File: config.mk
export PLATFORM = sky130hd
export DESIGN_NAME = svc_front
export DESIGN_NICKNAME = d
export VERILOG_FILES = /design/src/hdl/svc_pkg.sv /design/src/hdl/svc_front.sv
export SDC_FILE = /design/constraint.sdc
export NUM_CORES = 1
export LEC_CHECK = 0
export BUFFER_PORTS_ARGS = -buffer_cell sky130_fd_sc_hd__buf_4
export CORE_ASPECT_RATIO = 1.5
export CORE_MARGIN = 4
export CORE_UTILIZATION = 44
export CTS_BUF_LIST = sky130_fd_sc_hd__clkbuf_4 sky130_fd_sc_hd__clkbuf_8
export DETAILED_ROUTE_END_ITERATION = 7
export PLACE_DENSITY = 0.68
export SETUP_SLACK_MARGIN = 0.02
export SLEW_MARGIN = 15
export SYNTH_ARGS = -nofsm -noshare
export SYNTH_HDL_FRONTEND = slang
export SYNTH_SLANG_ARGS = --single-unit
File: constraint.sdc
create_clock -name clk -period 5.2 [get_ports clk]
set_input_delay 0.26 -clock clk [delete_from_list [all_inputs] [get_ports clk]]
set_output_delay 0.26 -clock clk [all_outputs]
set_load 0.05 [all_outputs]
File: src/hdl/svc_pkg.sv
// Shared types and constants for the snapshot visibility check.
package svc_pkg;

	localparam int TXID_W          = 64;
	localparam int ID_W            = 63;
	localparam int OP_W            = 2;
	localparam int CFG_INDEX_W     = 8;
	localparam int CFG_DATA_W      = 64;
	localparam int STORED_COUNT_W  = 8;
	localparam int MAX_IN_PROGRESS = 128;
	localparam int QUEUE_DEPTH     = 2;
	localparam int QUEUE_PTR_W     = (QUEUE_DEPTH > 1) ? $clog2(QUEUE_DEPTH) : 1;
	localparam int QUEUE_CNT_W     = $clog2(QUEUE_DEPTH + 1);

	localparam logic [OP_W-1:0] OP_CLEAR = 2'd0;
	localparam logic [OP_W-1:0] OP_ADD   = 2'd1;
	localparam logic [OP_W-1:0] OP_QUERY = 2'd2;

	localparam logic [CFG_INDEX_W-1:0] REG_WINDOW_LOW  = 8'd0;
	localparam logic [CFG_INDEX_W-1:0] REG_WINDOW_HIGH = 8'd1;

	typedef enum logic [1:0] {
		CLS_CLEAR,
		CLS_ADD,
		CLS_DECIDED,
		CLS_SCAN
	} cls_t;

	typedef struct packed {
		cls_t            cls;
		logic            vis;
		logic [ID_W-1:0] id;
	} item_t;

	typedef enum logic {
		BK_IDLE,
		BK_SCAN
	} bk_state_t;

endpackage

File: src/hdl/svc_front.sv
// Front part: window registers, item intake and classification.
module svc_front (
	input  logic                              clk,
	input  logic                              arst_n,
	input  logic                              cfg_valid,
	output logic                              cfg_ready,
	input  logic [svc_pkg::CFG_INDEX_W-1:0]   cfg_index,
	input  logic [svc_pkg::CFG_DATA_W-1:0]    cfg_data,
	input  logic                              in_valid,
	output logic                              in_stall,
	input  logic [svc_pkg::OP_W-1:0]          op,
	input  logic [svc_pkg::TXID_W-1:0]        txid_value,
	input  logic                              q_full,
	output logic                              push,
	output svc_pkg::item_t                    push_item
);

	logic [svc_pkg::ID_W-1:0] window_low_q;
	logic [svc_pkg::ID_W-1:0] window_high_q;
	logic                     below_low;
	logic                     at_or_above_high;

	assign cfg_ready = 1'b1;
	assign in_stall  = q_full;
	assign push      = in_valid && !q_full;

	always_ff @(posedge clk or negedge arst_n) begin
		if (!arst_n) begin
			window_low_q  <= '0;
			window_high_q <= '0;
		end else if (cfg_valid) begin
			if (cfg_index == svc_pkg::REG_WINDOW_LOW) begin
				window_low_q <= cfg_data[svc_pkg::ID_W-1:0];
			end else if (cfg_index == svc_pkg::REG_WINDOW_HIGH) begin
				window_high_q <= cfg_data[svc_pkg::ID_W-1:0];
			end
		end
	end

	assign below_low        = txid_value < {1'b0, window_low_q};
	assign at_or_above_high = txid_value >= {1'b0, window_high_q};

	always_comb begin
		push_item.id  = txid_value[svc_pkg::ID_W-1:0];
		push_item.vis = 1'b0;
		case (op)
			svc_pkg::OP_CLEAR: begin
				push_item.cls = svc_pkg::CLS_CLEAR;
			end
			svc_pkg::OP_ADD: begin
				push_item.cls = svc_pkg::CLS_ADD;
			end
			svc_pkg::OP_QUERY: begin
				if (below_low) begin
					push_item.cls = svc_pkg::CLS_DECIDED;
					push_item.vis = 1'b1;
				end else if (at_or_above_high) begin
					push_item.cls = svc_pkg::CLS_DECIDED;
				end else begin
					push_item.cls = svc_pkg::CLS_SCAN;
				end
			end
			default: begin
				push_item.cls = svc_pkg::CLS_DECIDED;
			end
		endcase
	end

endmodule

# Word-level counts from Yosys, hierarchy flattened
# Index checks and enable logic that the tools add are counted.
# totals
reg_bits	126
out_inout_bits	69
input_bits	143
elab_cells	19
# classes
magnitude_cmp	2
bitwise_logic	1
muxes	5
eq_ne	3
reduce_logical	6
# ops
operator	count
$ge 64x63->1	1
$lt 64x63->1	1
$eq 8x1->1 const B	1
$logic_not 8->1	1
$pmux 2 s3	1
$mux 1	3
$reduce_and 3->1	1
$eq 2x1->1 const B	1
$eq 2x2->1 const B	1
$logic_not 2->1	1
$mux 2	1
$reduce_and 2->1	1
$logic_and 1x1->1	1
$logic_not 1->1	1
$not 1->1	1

# Depth between registers and ports, before layout
# logic_depth
ltp_word	4
ltp_mapped	9
depth_no_buf	9

# Worst setup path after synthesis
# No wires, ideal clock.
# synth_path
path_kind	register -> output
from	reg window_low_q[46] in the netlist's numbering
to	out push_item[63] in the netlist's numbering
arrival_ps	2258
n_path_buf	0
setup_slack_ps	2682
stages_incl_launch_ff	10
required_ps	4940
path_cell_list	dfrtp_1 -> inv_1 -> ha_1 -> a21oi_1 -> nand2_1 -> a221oi_2 -> a211oi_1 -> nor4_2 -> o41ai_2 -> nor2_1
# synth_lines
element	line_no	source
from (decl)	svc_front.sv:18	logic [svc_pkg::ID_W-1:0] window_low_q;
from (signal assigned)	svc_front.sv:33	window_low_q <= cfg_data[svc_pkg::ID_W-1:0];
to (decl)	svc_front.sv:15	output svc_pkg::item_t push_item

==> impl_metrics.ini <==
[layout]
post-route-util_pct = 54.85
antenna_cells = 0
area_delta_synth_final_pct = 22.96
finalNetCount = 1278
multi_input_area_mm2 = 0.004043
nFillCells = 1732
drive_gt1_share_pct = 31.21
regArea_mm2 = 0.003153

[synth]
synthAdderAreaFrac_pct = 18.98
synthMuxAreaShare_pct = 8.747
ys_seq_elements = 126
synth_compound_area_share_pct = 12.01
synth-edff-count = 0
yosysSeqAreaShare_pct = 38.27
synth_area_per_cell_um2 = 9.670
synth_top_family_by_area = adder cells
syn_inst = 852
synthSimpleGateAreaFrac_pct = 9.066
synthXorXnorAreaFrac_pct = 0
ys_types = 45
yosys_warnings = 0
synth_fp_nets = 1120
postSynth.asyncResetShare_pct = 100.0
syn_area_mm2 = 0.008239
ys.flop_type = dfrtp_1

[global_route]
grt_max_degree = 70
grt_util_all_layers_pct = 18.20
antenna_found_initial = 0
grt_pass1_vias = 6492
grt_pass1_wl_um = 30440
overflow = 0

[die]
ios = 212
start_util_pct = 44.61
dieArea_mm2 = 0.02102
core.rowCount = 61
die_h_um = 175.6
coreArea_mm2 = 0.01847
die_w_um = 119.7

[outcome]
status = finished clean

[power_and_ir_drop]
p_leak_nw = 5.202
p_sw_mw = 0.7242
power_mw = 2.567
power_density_mw_per_mm2 = 253.4
clockPowerShare_pct = 36.3
combPwrFrac_pct = 22.2
p_int_mw = 1.843
sw_frac_of_total_pct = 28.21
p_seq_share_pct = 41.4
irDropWorstVdd_mv = 0.1918

[setup_path]
crit_required_ns = 4.94
path_buf_inv = 1
critPathLaunchType = register
r2r_cells = 1
path_cells = ha_1, nand2b_1, a2111oi_0, o21a_1, o211ai_2, a21oi_1, or4_1, o211a_1, buf_4
crit_slowest_cell = a2111oi_0
worstPathArrival_ns = 2.99
slowest_delay_ns = 0.53
worstSetupPathDepth = 9
critical_path_class = reg -> out
crit_family = compound AO/OA/AOI/OAI gates
cp_max_fo = 2
endpoint_kind = primary output

[place]
portBuffers = 209
gp_congestion = 0.7973
place_hpwl_um = 14760

[sta]
setup_viol = 0
fin_skew_ns = 0
drv_slew = 0
worst_pin_slew_ns = 1.040
fin_crit_sh_pct = 62.49
fin_hold_ws_ns = 0.02825
hold_viol_final = 0
fin_tns_setup_ns = 0
final.min_clock_period_ns = 3.250
rsz0062_at_grt = false
max-slew-margin-rel_pct = 30.67
clock.fmax_mhz = 307.7

[route]
wl_per_cell_um = 14.78
viasPerCell = 5.001
vias = 6371
drt_iter0_drc = 196
ant_nets = 0
drtPass1Iterations = 4
wirelength_um = 18840
remaining_drc_errors = 0

[clocking]
cts_inserted_buffers = 17
cts_max_path_buffers = 2
path_clk_slew_ns = 0.07
cts_tree = done
clk_latency_ns = 0.43
clockRootBuffer = clkbuf_8
postCtsSetupRepairBufs = 0
cts_sinks = 126
cts_htree_levels = 4

[worst_hold_path]
worstHoldPathCells = 3
hold_path_class = in -> reg

[job]
max_cap_violations = 0
-- power by group through the flow --
stage	registers [mW]	logic, mW	clock network [mW]
after global routing	1.07	0.641	0.997
after global placement	1.08	0.555	0
after CTS	1.06	0.580	0.964
final	1.06	0.571	0.933
after detailed placement	1.08	0.568	0
after floorplan	1.08	0.367	0
-- per-layer routing --
metal	global-route usage, %	vias up	wire [um]
li1	-	3152	-
met1	21.00	3021	7575
met2	33.00	171	9908
met3	3.866	27	932
met4	6.641	0	419
met5	0	-	0
-- cells in the final DEF (no fill, tap or decap), types with 2 or more instances in the layout --
| cell type | netlist | final |
|---|---|---|
| dfrtp_1 | 126 | 126 |
| o21a_1 | 6 | 6 |
| nor3_1 | 3 | 3 |
| a211oi_1 | 4 | 4 |
| nand4b_1 | 2 | 2 |
| nand3_1 | 6 | 5 |
| clkbuf_4 | 0 | 4 |
| nor2b_1 | 3 | 3 |
| nor2_1 | 12 | 12 |
| nand2_1 | 97 | 97 |
| o21ai_1 | 10 | 10 |
| mux2_2 | 64 | 64 |
| ha_1 | 125 | 125 |
| clkbuf_8 | 0 | 22 |
| o211ai_1 | 2 | 2 |
| inv_1 | 126 | 126 |
| nor4_2 | 2 | 2 |
| a2bb2oi_1 | 2 | 2 |
| a221oi_1 | 3 | 3 |
| buf_4 | 69 | 212 |
| nor4_1 | 3 | 3 |
| bufinv_16 | 0 | 3 |
| nand4_1 | 15 | 15 |
| a2111oi_0 | 2 | 2 |
| a22oi_1 | 2 | 2 |
| a21o_1 | 15 | 15 |
| o211ai_2 | 2 | 2 |
| nand2b_1 | 3 | 3 |
| o21ai_0 | 67 | 67 |
| and4_1 | 3 | 3 |
| a21oi_1 | 47 | 47 |
| dlygate4sd3_1 | 0 | 12 |
-- layout make-up --
cell class | count | share of cell area, %
clock buffer | 26 | 3.285
clock inverter | 5 | 1.013
inverter | 126 | 4.668
multi-input combinational | 515 | 39.90
sequential | 126 | 31.12
tap | 252 | 3.112
timing repair buffer | 224 | 16.90
-- synth_stat cells (2+ instances only) --
| library cell | count | area share, % |
|---|---|---|
| o211ai_1 | 2 | 0.18 |
| nor4_2 | 2 | 0.30 |
| a21o_1 | 15 | 1.4 |
| buf_2 | 8 | 0.49 |
| a21oi_1 | 47 | 2.9 |
| dfrtp_1 | 126 | 38 |
| a22oi_1 | 2 | 0.18 |
| clkbuf_1 | 8 | 0.36 |
| o21ai_1 | 10 | 0.61 |
| a2bb2oi_1 | 2 | 0.21 |
| mux2_2 | 64 | 8.7 |
| nand3_1 | 6 | 0.36 |
| a211oi_1 | 4 | 0.36 |
| nor2_1 | 12 | 0.55 |
| and4_1 | 3 | 0.32 |
| a221oi_1 | 3 | 0.32 |
| buf_4 | 69 | 6.3 |
| nor3_1 | 3 | 0.18 |
| inv_1 | 126 | 5.7 |
| o21ai_0 | 67 | 4.1 |
| nand4b_1 | 2 | 0.21 |
| nor2b_1 | 3 | 0.23 |
| o21a_1 | 6 | 0.55 |
| ha_1 | 125 | 19 |
| nand2b_1 | 3 | 0.23 |
| a2111oi_0 | 2 | 0.21 |
| nand2_1 | 97 | 4.4 |
| nand4_1 | 15 | 1.1 |
| o211ai_2 | 2 | 0.30 |
| nor4_1 | 3 | 0.23 |
-- state kept, by name (all words and copies together) (netlist names) --
| name | count |
|---|---|
| window_high_q | 63 |
| window_low_q | 63 |
-- per-stage QoR --
step	cell area, um^2	instances	setup WS (ns)
global route	10130	1274	1.831
finish	10130	1274	1.950
floorplan	8239	852	2.682
global placement	9575	1231	2.470
detailed placement	9575	1231	2.389
CTS	10130	1274	1.925
-- kinds of logic after synthesis --
group | Yosys count
multiplexers | 64
AND/OR/NAND/NOR | 157
adder cells (fa/ha/maj) | 125
AO/OA/AOI/OAI | 168
buffers and inverters | 211
other | 1
flip-flops | 126
-- worst paths after layout --
path	from	end	slack [ns]
max	window_high_q[0]$_DFFE_PN0P_	push_item[64]	1.95
min in group asynchronous	arst_n	window_high_q[42]$_DFFE_PN0P_	0.46
max in group asynchronous	arst_n	window_low_q[29]$_DFFE_PN0P_	3.45
min	cfg_data[45]	window_low_q[45]$_DFFE_PN0P_	0.03
max reg2reg	window_high_q[35]$_DFFE_PN0P_	window_high_q[35]$_DFFE_PN0P_	4.42
min reg2reg	window_high_q[37]$_DFFE_PN0P_	window_high_q[37]$_DFFE_PN0P_	0.51
-- timing repair --
action	in CTS	in global routing
resized for setup	0	0
hold buffers	12	0
hold endpoints to repair	79	0
Note: power is estimated with default switching activity, not from simulation.
