### config.mk
export PLATFORM = sky130hd
export DESIGN_NAME = svc_queue
export DESIGN_NICKNAME = d
export VERILOG_FILES = /design/src/hdl/svc_pkg.sv /design/src/hdl/svc_queue.sv
export SDC_FILE = /design/constraint.sdc
export NUM_CORES = 1
export LEC_CHECK = 0
export BUFFER_PORTS_ARGS = -buffer_cell sky130_fd_sc_hd__buf_2
export CAP_MARGIN = 20
export CORE_MARGIN = 4
export CORE_UTILIZATION = 45
export CTS_BUF_LIST = sky130_fd_sc_hd__clkbuf_4
export CTS_CLUSTER_DIAMETER = 200
export CTS_CLUSTER_SIZE = 24
export DETAILED_ROUTE_END_ITERATION = 16
export PLACE_DENSITY_LB_ADDON = 0.12
export SLEW_MARGIN = 10
export SYNTH_ARGS = -nofsm -noshare
export SYNTH_HDL_FRONTEND = slang
export SYNTH_SLANG_ARGS = --single-unit
### constraint.sdc
create_clock -name clk -period 4.25 [get_ports clk]
set_input_delay 0.6375 -clock clk [delete_from_list [all_inputs] [get_ports clk]]
set_output_delay 0.6375 -clock clk [all_outputs]
set_load 0.02 [all_outputs]
### src/hdl/svc_pkg.sv
// Shared types and constants for the snapshot visibility check.
package svc_pkg;

	localparam int TXID_W          = 64;
	localparam int ID_W            = 63;
	localparam int OP_W            = 2;
	localparam int CFG_INDEX_W     = 8;
	localparam int CFG_DATA_W      = 64;
	localparam int STORED_COUNT_W  = 8;
	localparam int MAX_IN_PROGRESS = 128;
	localparam int QUEUE_DEPTH     = 2;
	localparam int QUEUE_PTR_W     = (QUEUE_DEPTH > 1) ? $clog2(QUEUE_DEPTH) : 1;
	localparam int QUEUE_CNT_W     = $clog2(QUEUE_DEPTH + 1);

	localparam logic [OP_W-1:0] OP_CLEAR = 2'd0;
	localparam logic [OP_W-1:0] OP_ADD   = 2'd1;
	localparam logic [OP_W-1:0] OP_QUERY = 2'd2;

	localparam logic [CFG_INDEX_W-1:0] REG_WINDOW_LOW  = 8'd0;
	localparam logic [CFG_INDEX_W-1:0] REG_WINDOW_HIGH = 8'd1;

	typedef enum logic [1:0] {
		CLS_CLEAR,
		CLS_ADD,
		CLS_DECIDED,
		CLS_SCAN
	} cls_t;

	typedef struct packed {
		cls_t            cls;
		logic            vis;
		logic [ID_W-1:0] id;
	} item_t;

	typedef enum logic {
		BK_IDLE,
		BK_SCAN
	} bk_state_t;

endpackage

### src/hdl/svc_queue.sv
// Short item queue between the front and back parts.
module svc_queue (
	input  logic          clk,
	input  logic          arst_n,
	input  logic          push,
	input  svc_pkg::item_t push_item,
	output logic          full,
	input  logic          pop,
	output logic          avail,
	output svc_pkg::item_t head
);

	svc_pkg::item_t                      slot_q [svc_pkg::QUEUE_DEPTH];
	logic [svc_pkg::QUEUE_PTR_W-1:0]     wptr_q;
	logic [svc_pkg::QUEUE_PTR_W-1:0]     rptr_q;
	logic [svc_pkg::QUEUE_CNT_W-1:0]     cnt_q;

	assign full  = (cnt_q == svc_pkg::QUEUE_CNT_W'(svc_pkg::QUEUE_DEPTH));
	assign avail = (cnt_q != '0);
	assign head  = slot_q[rptr_q];

	always_ff @(posedge clk) begin
		if (push) begin
			slot_q[wptr_q] <= push_item;
		end
	end

	always_ff @(posedge clk or negedge arst_n) begin
		if (!arst_n) begin
			wptr_q <= '0;
			rptr_q <= '0;
			cnt_q  <= '0;
		end else begin
			if (push) begin
				wptr_q <= (wptr_q == svc_pkg::QUEUE_PTR_W'(svc_pkg::QUEUE_DEPTH - 1)) ?
					'0 : wptr_q + 1'b1;
			end
			if (pop) begin
				rptr_q <= (rptr_q == svc_pkg::QUEUE_PTR_W'(svc_pkg::QUEUE_DEPTH - 1)) ?
					'0 : rptr_q + 1'b1;
			end
			if (push && !pop) begin
				cnt_q <= cnt_q + 1'b1;
			end else if (pop && !push) begin
				cnt_q <= cnt_q - 1'b1;
			end
		end
	end

endmodule

## Yosys cells after proc, flatten, opt, wreduce, memory -nomap -nowiden

Memory sizes are Yosys's and may differ from the RTL's.
Index checks and enable logic that the tools add are counted.

- Reduce and logical (&&, ||, !) cells: 6
- Multiplexer cells: 6
- Shift-type cells: 0
- Multiply operators: 0
- Add/sub/neg operators: 4
- Div/mod/pow operators: 0
- Eq/ne operators: 1
- Bitwise operators: 0
- Order comparisons: 0

Operators by type and width:

| cell | count |
|---|---|
| 1-bit two-way mux | 4 |
| 2-bit two-way mux | 2 |
| 2-bit nonzero test | 2 |
| 1-bit adder, second input constant | 2 |
| 2-bit by 1-bit adder with 2-bit output, second input constant | 1 |
| 2-bit == test, second input constant | 1 |
| 1-bit logical AND | 2 |
| 1-bit logical NOT | 2 |
| 2-bit by 1-bit subtractor with 2-bit output, second input constant | 1 |

- RAM bits: 132
- Bits in read-only memories: 0
- Logic and storage cells: 21
- Register bits: 4
- Memories kept: 1
- Output and inout port bits: 68
- Input port bits: 70
- Bits in latches: 0

Memory list:

| memory | words | width | read ports | clocked after memory_dff | wr ports | line | text |
|---|---|---|---|---|---|---|---|
| slot_q | 2 | 66 | 1 | 0 | 1 | svc_queue.sv:13 | `svc_pkg::item_t slot_q [svc_pkg::QUEUE_DEPTH];` |

## Longest topological paths before layout

Gate-level depths: netlist of the first run.

- Depth in word-level cells: 4
- Depth in mapped cells: 5
- Mapped depth without buffers: 5

## Worst setup path after synthesis of the first run

OpenSTA, ideal clock, no wires.

- Kind: input-to-reg
- Start: in push
- End: mem slot_q[0][0] (netlist name), enable pin
- Arrival time: 3537 ps
- Path slack: 214 ps
- Path buffers: 0
- Data required time: 3752 ps
- Cell stages on the path: 1
- Setup time: 498 ps
- Path through: nor2b_1

- Cells in the longest elaborated chain, start to end: 2

RTL lines:

| item | line | text |
|---|---|---|
| start, declared | svc_queue.sv:5 | `input logic push,` |
| 1-bit two-way mux | svc_queue.sv:23 | `if (push) begin` |
| 1-bit two-way mux (not written as such) | svc_queue.sv:24 | `slot_q[wptr_q] <= push_item;` |
| end, declared | svc_queue.sv:13 |  |

Every way passes these cells.

==> results.toml, run 1 <==
[logic_synthesis]
synth_fp_nets = 292
syn_inst = 221
ys_warn_count = 0
synth-seq-cells = 136
synthDistinctLibCells = 15
syn-cell-area_sq_mm = 0.00506
yosysSeqAreaShare_pct = 80.2
syn_area_per_cell_sq_um = 22.9

[sta]
finalSetupTns_ps = 0
finalCriticalPeriod_ps = 2950
fin_crit_sh_pct = 69.4
fin_skew_ps = 5.58
slew_headroom_pct = 26.1
grt_setup_unrepaired = "no"
max_slew.worst_pin.slew_ps = 1110
drv_slew = 0
final-setup-viol-count = 0
final_hold_viol_count = 0
fmax_mhz = 339

[global_routing]
grt_max_degree = 68
gr-usage-all-layers_pct = 13.7
gr-total-overflow = 0
grt_first_pass_wirelength_microns = 13100
grt_pass1_vias = 2686
grt_antenna_before_repair = 0

[cts]
cts.sinks = 136
hold_buffers = 1
clock_latency_ps = 490
post_cts_resized = 0
clockRootBuffer = "clkbuf_4"
cts_buffers = 17
cts_setup_buffers = 0
cts_tree = "built"
htree_levels = 4
cts_buffer_depth = 2
cts.reportedPaths.clkPinSlew_ps = 110

[setup_path]
r2r_end = "slot_q[0][47]$_DFFE_PP_"
reg2reg_depth = 2
crit_start = "rptr_q$_DFFE_PN0P_"
max_stage_delay_ps = 1180
critPathKind = "flip-flop to output pin"
crit_chain = "mux2_2, buf_2"
r2r-start = "wptr_q$_DFFE_PN0P_"
cp-end-kind = "output pin"
required_ps = 3610
cp.arrival_ps = 2310
crit_fanout = 67
r2r_setup_slack_ps = 2470
crit_slowest_cell = "dfrtp_4"
startpoint_type = "flip-flop"

[min_path]
hold_depth = 1
min_path_type = "primary input to flip-flop"
hold_start = "push_item[13]"
hold_end = "slot_q[1][13]$_DFFE_PP_"

[cells_and_area]
drive_gt1_share_pct = 61.9
final_cell_mix = "buf_2 (137), edfxtp_1 (132), mux2_2 (36), mux2_4 (30), clkbuf_4 (18)"
fillCellCount = 889
mostFrequentLayoutCell = "buf_2"
area.growth.synth_to_final_pct = 22.4
fin_nets = 444
instances_no_fill = 526
antenna_cells = 0

[die]
initial_core_util_pct = 46.3
core_sq_mm = 0.0109
die-height_microns = 114
die_width_microns = 114
pin_count = 138
rows = 38
die_area_sq_mm = 0.0130

[routing]
wl_per_cell_microns = 16.3
route.vias.total = 2515
viasPerCell = 4.78
first_iter_violations = 66
routed_wl_microns = 8550
drc = 0
ant_nets = 0
first_pass_iters = 4

[power_and_ir_drop]
power_leakage_nw = 2.42
ir_drop_uv = 315
powerDensity_mw_per_mm2 = 666

[placed_design]
hpwl_microns = 5440
gp_congestion = 0.664
dp_cells = 493
portBuffers = 137

[run_status]
status = "completed"

[job]
drv_cap = 0
==> metrics by stage <==
| stage | setup slack (ps) | instance area [sq um] | hold WS (ps) | util [%] | power, mW |
|---|---|---|---|---|---|
| final | 1300 | 6200 | 322 | 56.7 | 4.13 |
| after global routing | 1160 | 6200 | 238 | 56.7 | 4.35 |
| after CTS | 1230 | 6200 | 258 | 56.7 | 4.20 |
| after detailed placement | 1830 | 5900 | 447 | 53.9 | 3.35 |
| after global placement | 1820 | 5900 | 450 | 53.9 | 3.34 |
| after floorplan | 214 | 5060 | 342 | - | 2.95 |
==> where the power goes <==
group	switching, mW	total, mW	internal (mW)
clock network	0.434	0.841	0.406
registers	0.219	2.00	1.78
logic	0.685	1.29	0.605
total	1.34	4.13	2.79
==> flip-flops by register name, summed over array words and instances (netlist names) <==
register / cells
slot_q: 132
rptr_q: 1
wptr_q: 1
cnt_q: 2
==> metal layers <==
| metal | vias up | track usage [%] | part of all wire [%] |
|---|---|---|---|
| li1 | 1178 | - | - |
| met1 | 1231 | 15.4 | 40 |
| met2 | 94 | 22.8 | 50 |
| met3 | 12 | 5.81 | 8.2 |
| met4 | 0 | 5.94 | 1.4 |
| met5 | - | 0 | 0 |
==> critical path: cells and delay by family, from the launching register on <==
kind	cells	cell delay, ps
buf+inv	1	160
mux	1	440
flops	1	1180
==> cell type report <==
| type | count | area [sq um] | share of cell area (%) |
|---|---|---|---|
| well taps | 140 | 175 | 2.82 |
| multi-input cells | 77 | 951 | 15.3 |
| clock inverters | 14 | 158 | 2.54 |
| clock buffers | 18 | 135 | 2.18 |
| flip-flops and latches | 136 | 4070 | 65.6 |
| repair buffers | 140 | 711 | 11.5 |
| inverters | 1 | 3.75 | 0.0605 |
==> cells in the mapped netlist (all sizes together) <==
cell type,number,area [sq um]
edfxtp,132,3960
nor2b,2,12.5
mux2,66,856
buf,7,56.3
xnor2,1,8.76
and2,1,6.26
or2,1,6.26
ha,1,12.5
xor2,4,35.0
dfrtp,4,100
nor2,1,3.75
inv,1,3.75
==> worst max-delay path by stage <==
stage,to,cells after the start
final,head[52],2
after global routing,head[52],2
after CTS,head[52],2
after detailed placement,head[52],2
after global placement,head[45],2
after floorplan,slot_q[0][0]$_DFFE_PP_,1
==> logic make-up (layout without fill, tap and decap cells) <==
| group | Yosys count | in the layout | share of synthesized area [%] |
|---|---|---|---|
| multiplexers | 66 | 66 | 16.9 |
| flip-flops | 136 | 136 | 80.2 |
| AND/OR/NAND/NOR | 5 | 5 | 0.568 |
| adder cells (fa/ha/maj) | 1 | 1 | 0.247 |
| XOR/XNOR | 5 | 5 | 0.865 |
| buffers and inverters | 8 | 173 | 1.19 |
Power figures use the tool's default switching activity.
==> inputs of run 2 (changes only) <==
- clock period: 4.25 -> 2.5 ns (I/O delays scaled with it)
==> run 2 against run 1 <==
Sequential cell count stayed put. First-iteration DRC count is 47% higher. Clock skew is 6.6 ps higher. Via count is 7.8% higher. Worst setup slack worse by 1000 ps.
==> results.toml, run 2 (same netlist as run 1, synthesis figures left out) <==
[sta]
fin_skew_ps = 12.2
fin_crit_sh_pct = 89.4
finalSetupTns_ps = 0
slew_headroom_pct = 66.0
final-setup-viol-count = 0
finalCriticalPeriod_ps = 2240
max_slew.worst_pin.slew_ps = 511
drv_slew = 0
final_hold_viol_count = 0
fmax_mhz = 447
grt_setup_unrepaired = "no"

[cells_and_area]
antenna_cells = 0
regMostFlops = "slot_q"
largest_reg_flops = 132
area.growth.synth_to_final_pct = 34.9
mostFrequentLayoutCell = "buf_2"
top_regs = "slot_q (132), cnt_q (2)"
fin_nets = 508
final_cell_mix = "buf_2 (137), edfxtp_1 (132), dlygate4sd3_1 (60), mux2_2 (36), mux2_4 (30)"
fillCellCount = 847
drive_gt1_share_pct = 54.2
instances_no_fill = 590

[cts]
cts_buffer_depth = 2
clockRootBuffer = "clkbuf_4"
post_cts_resized = 0
cts_tree = "built"
cts_buffers = 17
clock_latency_ps = 480
htree_levels = 4
cts.sinks = 136
cts.reportedPaths.clkPinSlew_ps = 110

[power_and_ir_drop]
p_comb_share_pct = 36.2
p_seq_share_pct = 44.8
p_sw_share_pct = 32.2
power_leakage_nw = 2.71
powerDensity_mw_per_mm2 = 1040
ir_drop_uv = 589
p_int_mw = 4.81
clkPwrFrac_pct = 19.0
p_switching_mw = 2.29

[die]
pin_count = 138
core_sq_mm = 0.0109
die-height_microns = 114
rows = 38
die_width_microns = 114
initial_core_util_pct = 46.3
die_area_sq_mm = 0.0130

[setup_path]
cp.arrival_ps = 1860
cp-end-kind = "output pin"
required_ps = 2120
cp_top_family = "flip-flops"
startpoint_type = "flip-flop"
crit_fanout = 32
cp_num_buf_inv = 2
crit_chain = "buf_12, mux2_2, buf_2"
critPathKind = "flip-flop to output pin"
max_stage_delay_ps = 560
crit_slowest_cell = "dfrtp_4"

[routing]
routed_wl_microns = 9230
drc = 0
first_pass_iters = 4
first_iter_violations = 97
viasPerCell = 4.59
ant_nets = 0
wl_per_cell_microns = 15.6
route.vias.total = 2711

[placed_design]
hpwl_microns = 5600
gp_congestion = 0.679
portBuffers = 137
dp_cells = 497

[global_routing]
gr-usage-all-layers_pct = 13.8
gr-total-overflow = 0
grt_max_degree = 35
grt_first_pass_wirelength_microns = 13300
grt_antenna_before_repair = 0
grt_pass1_vias = 2698

[min_path]
min_path_type = "primary input to flip-flop"

[job]
drv_cap = 0

[run_status]
status = "completed"
[run 2: cell count changes in the layout (fill, tap and decap cells not counted), sizes merged]
| cell | previous run | this run |
|---|---|---|
| dlygate4sd3 | 1 | 60 |
| clkbuf | 18 | 22 |
| buf | 139 | 144 |
| clkinv | 5 | 7 |
| clkinvlp | 6 | 1 |
| bufinv | 3 | 2 |
[run 2: final cells by class]
class	instances	area [sq um]	area share (%)
clock buffers	22	165	2.42
clock inverters	10	104	1.52
inverters	1	3.75	0.0549
multi-input cells	77	951	13.9
flip-flops and latches	136	4070	59.5
well taps	140	175	2.56
repair buffers	204	1370	20.0
[run 2: what timing repair did]
item | in CTS | in global routing
endpoints found under the setup margin | 0 | 5
endpoints found under the hold margin | 4 | 111
hold buffers | 1 | 59
setup buffers | 0 | 1
[run 2: final timing paths]
check                                          start                     end  slack [ps]  cells past startpoint
worst max register to register    wptr_q$_DFFE_PN0P_  slot_q[1][0]$_DFFE_PP_         960                      2
worst min-delay path                             pop      rptr_q$_DFFE_PN0P_          70                      2
worst min register to register  cnt_q[1]$_DFFE_PN0P_    cnt_q[1]$_DFFE_PN0P_         500                      1
worst max-delay path              rptr_q$_DFFE_PN0P_                head[53]         260                      3
max in group asynchronous                     arst_n      rptr_q$_DFFE_PN0P_        2130                      2
min in group asynchronous                     arst_n    cnt_q[1]$_DFFE_PN0P_         230                      2
[run 2: per-layer routing]
metal,global-route usage [%],vias to the layer above,share of wire (%)
li1,-,1302,-
met1,16.9,1306,42
met2,21.7,96,50
met3,6.24,7,7.1
met4,4.75,0,0.81
met5,0,-,0
[run 2: power groups by stage]
stage                     clock network, mW  registers (mW)  logic [mW]
after detailed placement                  0            3.27        2.48
after floorplan                           0            3.18        1.83
after global routing                   1.54            3.22        2.75
after global placement                    0            3.26        2.47
final                                  1.35            3.18        2.57
after CTS                              1.41            3.22        2.48
[run 2: stage by stage]
step                      utilization (%)  total power [mW]  area [sq um]  hold WS [ps]  setup slack (ps)
after floorplan                         -              5.00          5070          79.4              92.1
after global placement               54.4              5.73          5950           189               666
after detailed placement             54.4              5.75          5950           192               653
after CTS                            57.0              7.12          6230          3.42              74.6
after global routing                 62.5              7.51          6830         0.477               115
final                                62.5              7.10          6830          68.5               265
==> inputs of run 3 (changes only) <==
- CORE_UTILIZATION: 45 -> 39
==> run 3 against run 2 <==
Count of clock-buffer cells in the layout down 4. Critical path depth stayed put. Combinational power is 2% higher. Hold slack gained 11 ps. Design area is 1.9% higher. Non-clock buffer count up 12. Highest routed layer unchanged. Worst setup slack got worse by 22 ps. Sequential share of layout area down 1.1 points. Via count rose by 3.0%. Core utilization decreased by 7.5 points. Sequential cell count did not move.
==> results.toml, run 3 (same netlist as run 1, synthesis figures left out) <==
[run_status]
status = "completed"

[cells_and_area]
final_area_sq_mm = 0.00697
regMostFlops = "slot_q"
antenna_cells = 0
drive_gt1_share_pct = 53.1
top_regs = "slot_q (132), cnt_q (2)"
mostFrequentLayoutCell = "buf_2"
area.growth.synth_to_final_pct = 37.5
largest_reg_flops = 132
fillCellCount = 1051
final_cell_mix = "buf_2 (137), edfxtp_1 (132), dlygate4sd3_1 (68), mux2_2 (36), mux2_4 (30)"
fin_nets = 520

[routing]
wl_per_cell_microns = 15.0
first_pass_iters = 4
route.vias.total = 2792
routed_wl_microns = 9510
first_iter_violations = 129
ant_nets = 0
drc = 0
viasPerCell = 4.41

[die]
pin_count = 138
initial_core_util_pct = 40.0
die_area_sq_mm = 0.0149
die_width_microns = 122
die-height_microns = 122
core_sq_mm = 0.0127
rows = 41

[setup_path]
r2r_end = "slot_q[1][6]$_DFFE_PP_"
r2r-start = "wptr_q$_DFFE_PN0P_"
crit_fanout = 15
cp.arrival_ps = 1880
crit_chain = "buf_12, mux2_2, buf_2"
startpoint_type = "flip-flop"
cp-end-kind = "output pin"
cp_top_family = "flip-flops"
critPathKind = "flip-flop to output pin"
cp_num_buf_inv = 2
reg2reg_depth = 2
required_ps = 2120
r2r_setup_slack_ps = 950
crit_slowest_cell = "dfrtp_4"
max_stage_delay_ps = 610

[cts]
cts_tree = "built"
clockRootBuffer = "clkbuf_4"
cts.reportedPaths.clkPinSlew_ps = 110
post_cts_resized = 0
cts.sinks = 136
clock_latency_ps = 530
cts_buffers = 17
cts_buffer_depth = 2
htree_levels = 4

[placed_design]
hpwl_microns = 5990
gp_congestion = 0.699
placed_area_sq_mm = 0.00602
portBuffers = 137

[sta]
max_slew.worst_pin.slew_ps = 540
slew_headroom_pct = 64.0
grt_setup_unrepaired = "no"
final-setup-viol-count = 0
fmax_mhz = 443
finalSetupTns_ps = 0
fin_crit_sh_pct = 90.3
drv_slew = 0
final_hold_viol_count = 0
finalCriticalPeriod_ps = 2260
fin_skew_ps = 15.4

[min_path]
hold_end = "wptr_q$_DFFE_PN0P_"
hold_start = "push"
min_path_type = "primary input to flip-flop"
hold_depth = 2

[job]
drv_cap = 0

[global_routing]
grt_first_pass_wirelength_microns = 14700
gr-total-overflow = 0
grt_max_degree = 40
gr-usage-all-layers_pct = 13.3
grt_pass1_vias = 2972
grt_antenna_before_repair = 0

[power_and_ir_drop]
powerDensity_mw_per_mm2 = 1020
ir_drop_uv = 486
power_leakage_nw = 2.75
[run 3: cell count changes in the layout (fill, tap and decap cells not counted), sizes merged]
| cell | before | now |
|---|---|---|
| buf | 144 | 148 |
| clkbuf | 22 | 18 |
| clkinv | 7 | 10 |
| dlygate4sd3 | 60 | 68 |
[run 3: worst reg2reg max path: stages, from the launching register on]
cell	delay (ps)
dfrtp_1	440
and2_4	470
buf_4	330
[run 3: timing repair]
action | CTS | global route
endpoints found under the hold margin | 137 | 0
setup endpoints to repair | 0 | 15
setup buffers | 0 | 1
hold buffers | 68 | 0
[run 3: worst max path at each step]
stage	to	cells past startpoint	startpoint	slack [ps]
2_1_floorplan	slot_q[1][0]$_DFFE_PP_	1	wptr_q$_DFFE_PN0P_	90
5_1_grt	head[50]	3	rptr_q$_DFFE_PN0P_	120
3_5_place_dp	head[51]	3	rptr_q$_DFFE_PN0P_	650
3_3_place_gp	head[50]	3	rptr_q$_DFFE_PN0P_	650
6_report	head[50]	3	rptr_q$_DFFE_PN0P_	240
4_1_cts	head[51]	3	rptr_q$_DFFE_PN0P_	9
[run 3: power by group]
group / internal (mW) / total [mW] / switching, mW
sequential: 3.03 / 3.20 / 0.172
clock: 0.574 / 1.30 / 0.726
combinational: 1.20 / 2.63 / 1.43
total: 4.79 / 7.12 / 2.33
[run 3: metrics by stage]
step	setup slack, ps	utilization, %	instances	hold slack, ps	total power, mW
2_1_floorplan	92.1	-	221	79.4	5.00
3_3_place_gp	646	47.5	533	184	5.80
3_5_place_dp	645	47.5	533	186	5.82
4_1_cts	9.06	54.9	632	8.11	7.21
5_1_grt	122	55.0	633	11.4	7.53
6_report	243	55.0	633	79.1	7.12
[run 3: area by class of cell]
cell class	instances	area (sq um)	area share, %
flip-flops and latches	136	4070	58.4
repair buffers	216	1480	21.3
multi-input cells	77	951	13.6
well taps	172	215	3.09
clock buffers	18	135	1.94
clock inverters	13	113	1.62
inverters	1	3.75	0.0539
[run 3: metal layers]
metal,up-vias,routed length [microns],global-route usage (%)
li1,1331,-,-
met1,1351,3950,15.9
met2,98,4620,20.9
met3,12,720,5.48
met4,0,210,6.72
met5,-,0,0
